==> src/rtl/core/md5sh_pkg.sv <==
package md5sh_pkg;

  localparam int WORD_W   = 32;
  localparam int BUF_DEPTH = 16;
  localparam int ADDR_W   = $clog2(BUF_DEPTH);
  localparam int LEN_W    = 64;
  localparam int ROUNDS   = 64;
  localparam int ROUND_W  = $clog2(ROUNDS);
  localparam int DIGEST_WORDS = 4;
  localparam int DIGEST_IDX_W = $clog2(DIGEST_WORDS);

  localparam logic [WORD_W-1:0] IV0 = 32'h67452301;
  localparam logic [WORD_W-1:0] IV1 = 32'hefcdab89;
  localparam logic [WORD_W-1:0] IV2 = 32'h98badcfe;
  localparam logic [WORD_W-1:0] IV3 = 32'h10325476;

  localparam logic [7:0]        PAD_BYTE = 8'h80;
  localparam logic [ADDR_W-1:0] LEN_SLOT = ADDR_W'(BUF_DEPTH - 2);
  localparam logic [ADDR_W-1:0] LAST_SLOT = ADDR_W'(BUF_DEPTH - 1);
  localparam logic [2:0]        FULL_BYTES = 3'd4;

  typedef enum logic [2:0] {
    TOP_IDLE,
    TOP_PAD,
    TOP_LEN_HI,
    TOP_WAIT,
    TOP_OUT
  } top_state_t;

  typedef enum logic [1:0] {
    CORE_IDLE,
    CORE_RUN,
    CORE_ADD
  } core_state_t;

  typedef struct packed {
    logic start;
    logic init;
  } core_req_t;

  function automatic logic [WORD_W-1:0] round_k(input logic [ROUND_W-1:0] r);
    logic [WORD_W-1:0] k;
    case (r)
      6'd0:  k = 32'hd76aa478; 6'd1:  k = 32'he8c7b756;
      6'd2:  k = 32'h242070db; 6'd3:  k = 32'hc1bdceee;
      6'd4:  k = 32'hf57c0faf; 6'd5:  k = 32'h4787c62a;
      6'd6:  k = 32'ha8304613; 6'd7:  k = 32'hfd469501;
      6'd8:  k = 32'h698098d8; 6'd9:  k = 32'h8b44f7af;
      6'd10: k = 32'hffff5bb1; 6'd11: k = 32'h895cd7be;
      6'd12: k = 32'h6b901122; 6'd13: k = 32'hfd987193;
      6'd14: k = 32'ha679438e; 6'd15: k = 32'h49b40821;
      6'd16: k = 32'hf61e2562; 6'd17: k = 32'hc040b340;
      6'd18: k = 32'h265e5a51; 6'd19: k = 32'he9b6c7aa;
      6'd20: k = 32'hd62f105d; 6'd21: k = 32'h02441453;
      6'd22: k = 32'hd8a1e681; 6'd23: k = 32'he7d3fbc8;
      6'd24: k = 32'h21e1cde6; 6'd25: k = 32'hc33707d6;
      6'd26: k = 32'hf4d50d87; 6'd27: k = 32'h455a14ed;
      6'd28: k = 32'ha9e3e905; 6'd29: k = 32'hfcefa3f8;
      6'd30: k = 32'h676f02d9; 6'd31: k = 32'h8d2a4c8a;
      6'd32: k = 32'hfffa3942; 6'd33: k = 32'h8771f681;
      6'd34: k = 32'h6d9d6122; 6'd35: k = 32'hfde5380c;
      6'd36: k = 32'ha4beea44; 6'd37: k = 32'h4bdecfa9;
      6'd38: k = 32'hf6bb4b60; 6'd39: k = 32'hbebfbc70;
      6'd40: k = 32'h289b7ec6; 6'd41: k = 32'heaa127fa;
      6'd42: k = 32'hd4ef3085; 6'd43: k = 32'h04881d05;
      6'd44: k = 32'hd9d4d039; 6'd45: k = 32'he6db99e5;
      6'd46: k = 32'h1fa27cf8; 6'd47: k = 32'hc4ac5665;
      6'd48: k = 32'hf4292244; 6'd49: k = 32'h432aff97;
      6'd50: k = 32'hab9423a7; 6'd51: k = 32'hfc93a039;
      6'd52: k = 32'h655b59c3; 6'd53: k = 32'h8f0ccc92;
      6'd54: k = 32'hffeff47d; 6'd55: k = 32'h85845dd1;
      6'd56: k = 32'h6fa87e4f; 6'd57: k = 32'hfe2ce6e0;
      6'd58: k = 32'ha3014314; 6'd59: k = 32'h4e0811a1;
      6'd60: k = 32'hf7537e82; 6'd61: k = 32'hbd3af235;
      6'd62: k = 32'h2ad7d2bb; 6'd63: k = 32'heb86d391;
      default: k = '0;
    endcase
    return k;
  endfunction

  function automatic logic [4:0] rot_amt(input logic [3:0] idx);
    logic [4:0] s;
    case (idx)
      4'd0:  s = 5'd7;  4'd1:  s = 5'd12; 4'd2:  s = 5'd17; 4'd3:  s = 5'd22;
      4'd4:  s = 5'd5;  4'd5:  s = 5'd9;  4'd6:  s = 5'd14; 4'd7:  s = 5'd20;
      4'd8:  s = 5'd4;  4'd9:  s = 5'd11; 4'd10: s = 5'd16; 4'd11: s = 5'd23;
      4'd12: s = 5'd6;  4'd13: s = 5'd10; 4'd14: s = 5'd15; 4'd15: s = 5'd21;
      default: s = '0;
    endcase
    return s;
  endfunction

  function automatic logic [ADDR_W-1:0] msg_index(input logic [ROUND_W-1:0] r);
    logic [ADDR_W-1:0] lo;
    logic [ADDR_W-1:0] g;
    lo = r[ADDR_W-1:0];
    case (r[ROUND_W-1:ROUND_W-2])
      2'd0: g = lo;
      2'd1: g = lo * ADDR_W'(5) + ADDR_W'(1);
      2'd2: g = lo * ADDR_W'(3) + ADDR_W'(5);
      2'd3: g = lo * ADDR_W'(7);
      default: g = '0;
    endcase
    return g;
  endfunction

  function automatic logic [WORD_W-1:0] round_mix(input logic [1:0] grp,
                                                  input logic [WORD_W-1:0] b,
                                                  input logic [WORD_W-1:0] c,
                                                  input logic [WORD_W-1:0] d);
    logic [WORD_W-1:0] f;
    case (grp)
      2'd0: f = (b & c) | (~b & d);
      2'd1: f = (b & d) | (c & ~d);
      2'd2: f = b ^ c ^ d;
      2'd3: f = c ^ (b | ~d);
      default: f = '0;
    endcase
    return f;
  endfunction

  function automatic logic [WORD_W-1:0] rotl(input logic [WORD_W-1:0] x,
                                             input logic [4:0] s);
    logic [2*WORD_W-1:0] dbl;
    dbl = {x, x} << s;
    return dbl[2*WORD_W-1:WORD_W];
  endfunction

endpackage

==> src/rtl/core/md5sh_if.sv <==
interface md5sh_in_if;
  logic        valid;
  logic        ready;
  logic [31:0] data;
  logic [2:0]  byte_count;
  logic        last;

  modport source (output valid, data, byte_count, last, input ready);
  modport sink   (input valid, data, byte_count, last, output ready);
endinterface

interface md5sh_out_if;
  logic        valid;
  logic        ready;
  logic [31:0] digest_word;
  logic        final_word;

  modport source (output valid, digest_word, final_word, input ready);
  modport sink   (input valid, digest_word, final_word, output ready);
endinterface

==> src/rtl/core/md5_stream_hasher.sv <==
// Streaming MD5: one message word is accepted per cycle, but every 16th word
// stalls input while the shared round unit runs the 64 rounds of the block and
// then adds the result into the chaining values. After the last word, padding
// words are written one per cycle except while a block compresses, and one or
// two final blocks are compressed before the four digest words appear.
// Synchronous reset restores the initial chaining values, zero length and slot.
module md5_stream_hasher
  import md5sh_pkg::*;
(
  input  logic              clk,
  input  logic              rst,
  md5sh_in_if.sink          msg,
  md5sh_out_if.source       digest
);

  top_state_t              state;
  top_state_t              state_next;
  top_state_t              ret;
  top_state_t              ret_next;
  logic [ADDR_W-1:0]       fill;
  logic [ADDR_W-1:0]       fill_next;
  logic [LEN_W-1:0]        bit_len;
  logic [LEN_W-1:0]        bit_len_next;
  logic                    need_pad;
  logic                    need_pad_next;
  logic [DIGEST_IDX_W-1:0] out_idx;
  logic [DIGEST_IDX_W-1:0] out_idx_next;

  logic                    wr_en;
  logic [WORD_W-1:0]       wr_data;
  top_state_t              after_wr;
  logic [2:0]              nbytes;
  logic [ADDR_W-1:0]       rd_addr;
  logic [WORD_W-1:0]       rd_data;
  logic [WORD_W-1:0]       chain [DIGEST_WORDS];
  core_req_t               core_req;
  logic                    core_done;

  md5sh_msg_ram u_ram (
    .clk     (clk),
    .wr_en   (wr_en),
    .wr_addr (fill),
    .wr_data (wr_data),
    .rd_addr (rd_addr),
    .rd_data (rd_data)
  );

  md5sh_core u_core (
    .clk     (clk),
    .rst     (rst),
    .req     (core_req),
    .done    (core_done),
    .rd_addr (rd_addr),
    .rd_data (rd_data),
    .chain   (chain)
  );

  assign nbytes = (msg.byte_count > FULL_BYTES) ? FULL_BYTES : msg.byte_count;

  assign digest.valid       = (state == TOP_OUT);
  assign digest.digest_word = chain[out_idx];
  assign digest.final_word  = (out_idx == DIGEST_IDX_W'(DIGEST_WORDS - 1));

  always_comb begin
    state_next    = state;
    ret_next      = ret;
    fill_next     = fill;
    bit_len_next  = bit_len;
    need_pad_next = need_pad;
    out_idx_next  = out_idx;
    wr_en         = 1'b0;
    wr_data       = '0;
    after_wr      = state;
    core_req      = '0;
    msg.ready     = 1'b0;

    case (state)
      TOP_IDLE: begin
        msg.ready = 1'b1;
        if (msg.valid) begin
          wr_en = 1'b1;
          if (!msg.last) begin
            wr_data      = msg.data;
            bit_len_next = bit_len + LEN_W'(WORD_W);
            after_wr     = TOP_IDLE;
          end else begin
            bit_len_next = bit_len + LEN_W'({nbytes, 3'b000});
            after_wr     = TOP_PAD;
            case (nbytes)
              3'd0: wr_data = {24'h0, PAD_BYTE};
              3'd1: wr_data = {16'h0, PAD_BYTE, msg.data[7:0]};
              3'd2: wr_data = {8'h0, PAD_BYTE, msg.data[15:0]};
              3'd3: wr_data = {PAD_BYTE, msg.data[23:0]};
              default: begin
                wr_data       = msg.data;
                need_pad_next = 1'b1;
              end
            endcase
          end
        end
      end
      TOP_PAD: begin
        wr_en    = 1'b1;
        after_wr = TOP_PAD;
        if (need_pad) begin
          wr_data       = {24'h0, PAD_BYTE};
          need_pad_next = 1'b0;
        end else if (fill != LEN_SLOT) begin
          wr_data = '0;
        end else begin
          wr_data  = bit_len[WORD_W-1:0];
          after_wr = TOP_LEN_HI;
        end
      end
      TOP_LEN_HI: begin
        wr_en    = 1'b1;
        wr_data  = bit_len[LEN_W-1:WORD_W];
        after_wr = TOP_OUT;
      end
      TOP_WAIT: begin
        if (core_done) state_next = ret;
      end
      TOP_OUT: begin
        if (digest.ready) begin
          if (out_idx == DIGEST_IDX_W'(DIGEST_WORDS - 1)) begin
            core_req.init = 1'b1;
            out_idx_next  = '0;
            bit_len_next  = '0;
            fill_next     = '0;
            need_pad_next = 1'b0;
            state_next    = TOP_IDLE;
          end else begin
            out_idx_next = out_idx + DIGEST_IDX_W'(1);
          end
        end
      end
      default: state_next = TOP_IDLE;
    endcase

    if (wr_en) begin
      fill_next = fill + ADDR_W'(1);
      if (fill == LAST_SLOT) begin
        core_req.start = 1'b1;
        ret_next       = after_wr;
        state_next     = TOP_WAIT;
      end else begin
        state_next = after_wr;
      end
    end
  end

  always_ff @(posedge clk) begin
    if (rst) begin
      state    <= TOP_IDLE;
      ret      <= TOP_IDLE;
      fill     <= '0;
      bit_len  <= '0;
      need_pad <= 1'b0;
      out_idx  <= '0;
    end else begin
      state    <= state_next;
      ret      <= ret_next;
      fill     <= fill_next;
      bit_len  <= bit_len_next;
      need_pad <= need_pad_next;
      out_idx  <= out_idx_next;
    end
  end

endmodule

==> src/rtl/core/md5sh_msg_ram.sv <==
module md5sh_msg_ram
  import md5sh_pkg::*;
(
  input  logic              clk,
  input  logic              wr_en,
  input  logic [ADDR_W-1:0] wr_addr,
  input  logic [WORD_W-1:0] wr_data,
  input  logic [ADDR_W-1:0] rd_addr,
  output logic [WORD_W-1:0] rd_data
);

  logic [WORD_W-1:0] mem [BUF_DEPTH];

  always_ff @(posedge clk) begin
    if (wr_en) begin
      mem[wr_addr] <= wr_data;
    end
  end

  always_ff @(posedge clk) begin
    rd_data <= mem[rd_addr];
  end

endmodule

==> src/rtl/core/md5sh_core.sv <==
module md5sh_core
  import md5sh_pkg::*;
(
  input  logic              clk,
  input  logic              rst,
  input  core_req_t         req,
  output logic              done,
  output logic [ADDR_W-1:0] rd_addr,
  input  logic [WORD_W-1:0] rd_data,
  output logic [WORD_W-1:0] chain [DIGEST_WORDS]
);

  core_state_t        state;
  core_state_t        state_next;
  logic [ROUND_W-1:0] rnd;
  logic [WORD_W-1:0]  a, b, c, d;
  logic [WORD_W-1:0]  mix;
  logic [WORD_W-1:0]  sum;
  logic [WORD_W-1:0]  b_next;

  always_comb begin
    mix    = round_mix(rnd[ROUND_W-1:ROUND_W-2], b, c, d);
    sum    = a + mix + round_k(rnd) + rd_data;
    b_next = b + rotl(sum, rot_amt({rnd[ROUND_W-1:ROUND_W-2], rnd[1:0]}));
  end

  always_comb begin
    state_next = state;
    done       = 1'b0;
    rd_addr    = msg_index(rnd + ROUND_W'(1));
    case (state)
      CORE_IDLE: begin
        rd_addr = msg_index('0);
        if (req.start) state_next = CORE_RUN;
      end
      CORE_RUN: begin
        if (rnd == ROUND_W'(ROUNDS - 1)) state_next = CORE_ADD;
      end
      CORE_ADD: begin
        done       = 1'b1;
        state_next = CORE_IDLE;
      end
      default: state_next = CORE_IDLE;
    endcase
  end

  always_ff @(posedge clk) begin
    if (rst) begin
      state <= CORE_IDLE;
    end else begin
      state <= state_next;
    end
  end

  always_ff @(posedge clk) begin
    if (rst || req.init) begin
      chain[0] <= IV0;
      chain[1] <= IV1;
      chain[2] <= IV2;
      chain[3] <= IV3;
    end else if (state == CORE_ADD) begin
      chain[0] <= chain[0] + a;
      chain[1] <= chain[1] + b;
      chain[2] <= chain[2] + c;
      chain[3] <= chain[3] + d;
    end
  end

  always_ff @(posedge clk) begin
    case (state)
      CORE_IDLE: begin
        rnd <= '0;
        a   <= chain[0];
        b   <= chain[1];
        c   <= chain[2];
        d   <= chain[3];
      end
      CORE_RUN: begin
        rnd <= rnd + ROUND_W'(1);
        a   <= d;
        d   <= c;
        c   <= b;
        b   <= b_next;
      end
      default: begin
        rnd <= '0;
      end
    endcase
  end

endmodule

==> src/flat_wrapper.sv <==
// flat-port wrapper written by rule: the top's interface ports become plain ports
module md5_stream_hasher_flat import md5sh_pkg::*;
  (clk, rst, msg_valid, msg_data, msg_byte_count, msg_last, msg_ready, digest_valid, digest_digest_word, digest_final_word, digest_ready);
  md5sh_in_if msg_i ();
  md5sh_out_if digest_i ();
  input  logic clk;
  input  logic rst;
  input wire logic [$bits(msg_i.valid)-1:0] msg_valid;
  input wire logic [$bits(msg_i.data)-1:0] msg_data;
  input wire logic [$bits(msg_i.byte_count)-1:0] msg_byte_count;
  input wire logic [$bits(msg_i.last)-1:0] msg_last;
  output wire logic [$bits(msg_i.ready)-1:0] msg_ready;
  output wire logic [$bits(digest_i.valid)-1:0] digest_valid;
  output wire logic [$bits(digest_i.digest_word)-1:0] digest_digest_word;
  output wire logic [$bits(digest_i.final_word)-1:0] digest_final_word;
  input wire logic [$bits(digest_i.ready)-1:0] digest_ready;
  assign msg_i.valid = msg_valid;
  assign msg_i.data = msg_data;
  assign msg_i.byte_count = msg_byte_count;
  assign msg_i.last = msg_last;
  assign msg_ready = msg_i.ready;
  assign digest_valid = digest_i.valid;
  assign digest_digest_word = digest_i.digest_word;
  assign digest_final_word = digest_i.final_word;
  assign digest_i.ready = digest_ready;
  md5_stream_hasher u_core (.clk(clk), .rst(rst), .msg(msg_i), .digest(digest_i));
endmodule
==> config.mk <==
export PLATFORM = sky130hd
export DESIGN_NAME = md5_stream_hasher_flat
export DESIGN_NICKNAME = d
export VERILOG_FILES = /design/src/rtl/core/md5sh_pkg.sv /design/src/rtl/core/md5sh_if.sv /design/src/rtl/core/md5_stream_hasher.sv /design/src/rtl/core/md5sh_msg_ram.sv /design/src/rtl/core/md5sh_core.sv /design/src/flat_wrapper.sv
export SDC_FILE = /design/constraint.sdc
export NUM_CORES = 2
export LEC_CHECK = 0
export BUFFER_PORTS_ARGS = -buffer_cell sky130_fd_sc_hd__buf_2
export CAP_MARGIN = 15
export CORE_ASPECT_RATIO = 2
export CORE_MARGIN = 2
export CORE_UTILIZATION = 45
export CTS_BUF_LIST = sky130_fd_sc_hd__clkbuf_8
export DETAILED_ROUTE_END_ITERATION = 10
export PLACE_DENSITY_LB_ADDON = 0.12
export SETUP_SLACK_MARGIN = 0.1
export SLEW_MARGIN = 20
export SYNTH_ARGS = -nofsm -noshare
export SYNTH_HDL_FRONTEND = slang
export SYNTH_HIERARCHICAL = 1
export SYNTH_SLANG_ARGS = --single-unit
==> constraint.sdc <==
create_clock -name clk -period 17.4 [get_ports clk]
set_input_delay 0.87 -clock clk [delete_from_list [all_inputs] [get_ports clk]]
set_output_delay 0.87 -clock clk [all_outputs]
set_load 0.02 [all_outputs]
==> impl_summary.log <==
INFO  metric final.period_utilization = around 57%
INFO  metric avgViaCountPerCell = 6.20
INFO  metric asyncSetResetFlopFracSynth = 0%
INFO  metric floorplan.io_pins = 75
INFO  metric drtPass1Iterations = 6
INFO  metric ctsLongestPathBuffers = 3
INFO  metric min_delay_path_depth = 3
INFO  metric postRouteWirelength = 191 mm
INFO  metric synth_enable_flop_cells = 640
INFO  metric synth.cell_area = around 54,000 um2
INFO  metric grt_first_pass_wirelength = 278 mm
INFO  metric commonest_non_fill_non_tap_cells_in_the_layout = sky130_fd_sc_hd__nand2_1, sky130_fd_sc_hd__edfxtp_1, sky130_fd_sc_hd__a21oi_1, sky130_fd_sc_hd__o21ai_0, sky130_fd_sc_hd__inv_1
INFO  metric die_area = between 100,000 and 150,000 um2
INFO  metric syn_nets = 5,547
INFO  metric postRouteAntennaNets = 0
INFO  metric drive_gt1_share = between 10 and 15%
INFO  metric hold_crit_class = in2reg
INFO  metric clock.fmax = between 0.1 and 0.15 GHz
INFO  metric slowest_stage = sky130_fd_sc_hd__dfxtp_4
INFO  metric timing.max_slew.rel_slack = approximately a quarter
INFO  metric result_of_the_run = finished clean
INFO  metric timing_max_transition_violations_final = 0
INFO  metric antenna_violations_before_repair = 9
INFO  metric ir_worst_vdd = 0.0785 mV
INFO  metric cts.clk_slew.worst_paths = 0.07 ns
INFO  metric clock-skew-final = 0.0395 ns
INFO  metric route.detailed.drc = 0
INFO  metric finish.net_count = 5,561
INFO  metric reg2reg_path_depth = 32
INFO  metric drt_first_iter_violations = 3,478
INFO  metric yosys_register_bits = about 920
INFO  metric initial_core_util = 45.4%
INFO  metric hold_viol = 0
INFO  metric worstMarginPinSlew = 1.12 ns
INFO  metric finalSetupViolCount = 0
INFO  metric setup_fix_buffers_added_after_clock_tree_synthesis = 0
INFO  metric die-width = 249 um
INFO  metric total_global_routing_track_utilization = 30.7%
INFO  metric post-route-worst-setup-slack = roughly 7.4 ns
INFO  metric timing.critical_path.to_type = register
INFO  metric postSynthAreaPerCell = 10.4 um2
INFO  metric num_vias = 42,700
INFO  metric leakage = 22.2 nW
INFO  metric post_cts_repair_resize_count = 0
INFO  metric timing.setup.critical_path_class = reg2reg
INFO  metric synthesis.yosys.warnings = 6
INFO  metric finalWeightedCongestion = 1.01
INFO  metric ys_seq_area_share = 45.9%
INFO  metric number_of_global_route_vias_before_repair = 42,600
INFO  metric netlist.area_leader.share = between 30 and 40%
INFO  metric floorplan.core_area = 119,000 um2
INFO  metric cts-buffers-inserted = ~140
INFO  metric timing.critical_path.mode_cell = sky130_fd_sc_hd__o21ai_0
INFO  metric avgRoutedWirePerCell = 27.6 um
INFO  metric postCtsHoldBufs = 0
INFO  metric layout_commonest_cell = sky130_fd_sc_hd__nand2_1
INFO  metric synthTopCellsByArea = sky130_fd_sc_hd__edfxtp_1, sky130_fd_sc_hd__dfxtp_1, sky130_fd_sc_hd__mux4_2
INFO  metric cp_data_arrival_time = 10.57 ns
INFO  metric library_cell_occupying_the_most_area_in_the_post_synthesis_netlist = sky130_fd_sc_hd__edfxtp_1
INFO  metric hpwl = 135 mm
INFO  metric detailedPlace.worstSlack = 7.51 ns
INFO  metric layout-area-overhead-vs-synth = 8.95%
INFO  metric grt_max_degree = just under 100
INFO  metric ys_types = roughly 100
INFO  metric overflow = 0
INFO  metric synth-main-ff-cell = sky130_fd_sc_hd__edfxtp_1
INFO  metric die_outline_height = 494 um
INFO  metric placement.io_buffers = 74
INFO  metric row_count = 179
INFO  metric timing.final.crit_period = 9.99 ns
INFO  metric worst-path-max-fanout = 67
INFO  metric clock-sinks = between 900 and 1,000
INFO  metric clockRootBuffer = sky130_fd_sc_hd__clkbuf_8
INFO  metric tns = 0 ns
INFO  metric power-per-cell-area = 92.4 nW/um2
INFO  metric syn_inst = 5,221
INFO  metric startpoint_type = register
INFO  metric clk-insertion-delay-late = 0.88 ns
INFO  metric cap_violations = 0
INFO  metric tritoncts_clock_tree = done
INFO  metric slowest_delay = 0.87 ns
INFO  metric timing.critical_path.required = 17.98 ns
INFO  metric rsz0062_at_grt = no
INFO  metric h-tree-depth = 4
-- Yosys cell counts, drive strengths merged, types with 56 or more instances --
cell type  number
fa             68
xnor2         136
xor2           81
clkbuf        215
nor3           72
a22oi          70
dfxtp         279
nor2          304
edfxtp        640
nand2         749
a21o           76
o21ai         336
inv           266
buf            81
nand3         137
ha            218
mux4          174
a211oi         56
o211ai        127
a21oi         402
mux2i          59
-- cell families after synthesis --
logic type / count (synthesis) / share of synthesized area, %
buffers and inverters: 565 / 4.11
adders and majority gates: 286 / 7.57
muxes: 267 / 9.14
and+or+nand+nor: 1569 / 13.2
DFF: 919 / 45.9
xor gates and xnor gates: 217 / 3.53
AOI/OAI and AO/OA: 1398 / 16.5
-- routing by layer --
layer	wire, um	part of all wire (%)	global-route usage (%)	vias to the layer above
li1	-	-	-	19400
met4	16900	8.9	23.9	2
met2	102000	53	57.6	1607
met1	62900	33	30.3	21100
met3	8850	4.6	4.12	580
met5	11	0.0058	0	-
-- sequential cells by signal, indices dropped and copies added (netlist names), named ones only --
register,flops
u_core/u_core/state,2
u_core/state,3
u_core/u_core/rnd,6
u_core/out_idx,2
u_core/u_core/b,32
u_core/need_pad,1
u_core/u_ram/mem,512
u_core/u_core/d,32
u_core/u_core/a,32
u_core/bit_len,61
u_core/ret,3
u_core/u_ram/rd_data,32
u_core/u_core/c,32
u_core/fill,4
u_core/u_core/chain,128
-- final cells by class --
type                       count  area (um2)
clock buffer                 153        2110
multi-input combinational   3737       27300
sequential                   919       24800
timing repair buffer         170        1120
antenna                       10        25.0
inverter                     269        1010
tap                         1538        1920
fill                       11100       60300
clock inverter                98         607
-- metrics by stage --
stage	std cells	util, %	hold slack (ns)	cell area, um2	power, mW
2_1_floorplan	5221	-	0.437	54000	3.29
4_1_cts	6884	49.4	0.285	58900	5.48
3_3_place_gp	6633	47.1	0.464	56100	3.68
6_report	6894	49.4	0.362	58900	5.44
3_5_place_dp	6633	47.1	0.474	56100	3.68
5_1_grt	6892	49.4	0.315	58900	5.65
-- path summary, 6_finish.rpt --
check	start	endpoint	slack, ns
max	u_core/u_core/rnd[4]	u_core/u_core/b[29]	7.41
min	msg_byte_count[0]	u_core/bit_len[3]	0.36
max reg2reg	u_core/u_core/rnd[4]	u_core/u_core/b[29]	7.41
min reg2reg	u_core/ret[1]	u_core/ret[1]	0.48
-- worst max-delay path: cells and delay by family, from the launching register on --
kind / cells / cell delay [ns]
AOI/OAI and AO/OA: 16 / 3.98
adders and majority gates: 4 / 1.76
DFF: 1 / 0.87
and+or+nand+nor: 5 / 1.25
muxes: 4 / 0.99
xor gates and xnor gates: 1 / 0.18
buffers and inverters: 2 / 0.58
-- power breakdown --
group	switching (mW)	leakage (nW)	internal, mW
registers	0.0173	8.29	2.37
logic	0.788	12.3	0.481
clock network	0.894	1.56	0.892
total	1.70	22.2	3.74
Power figures use the tool's default switching activity.
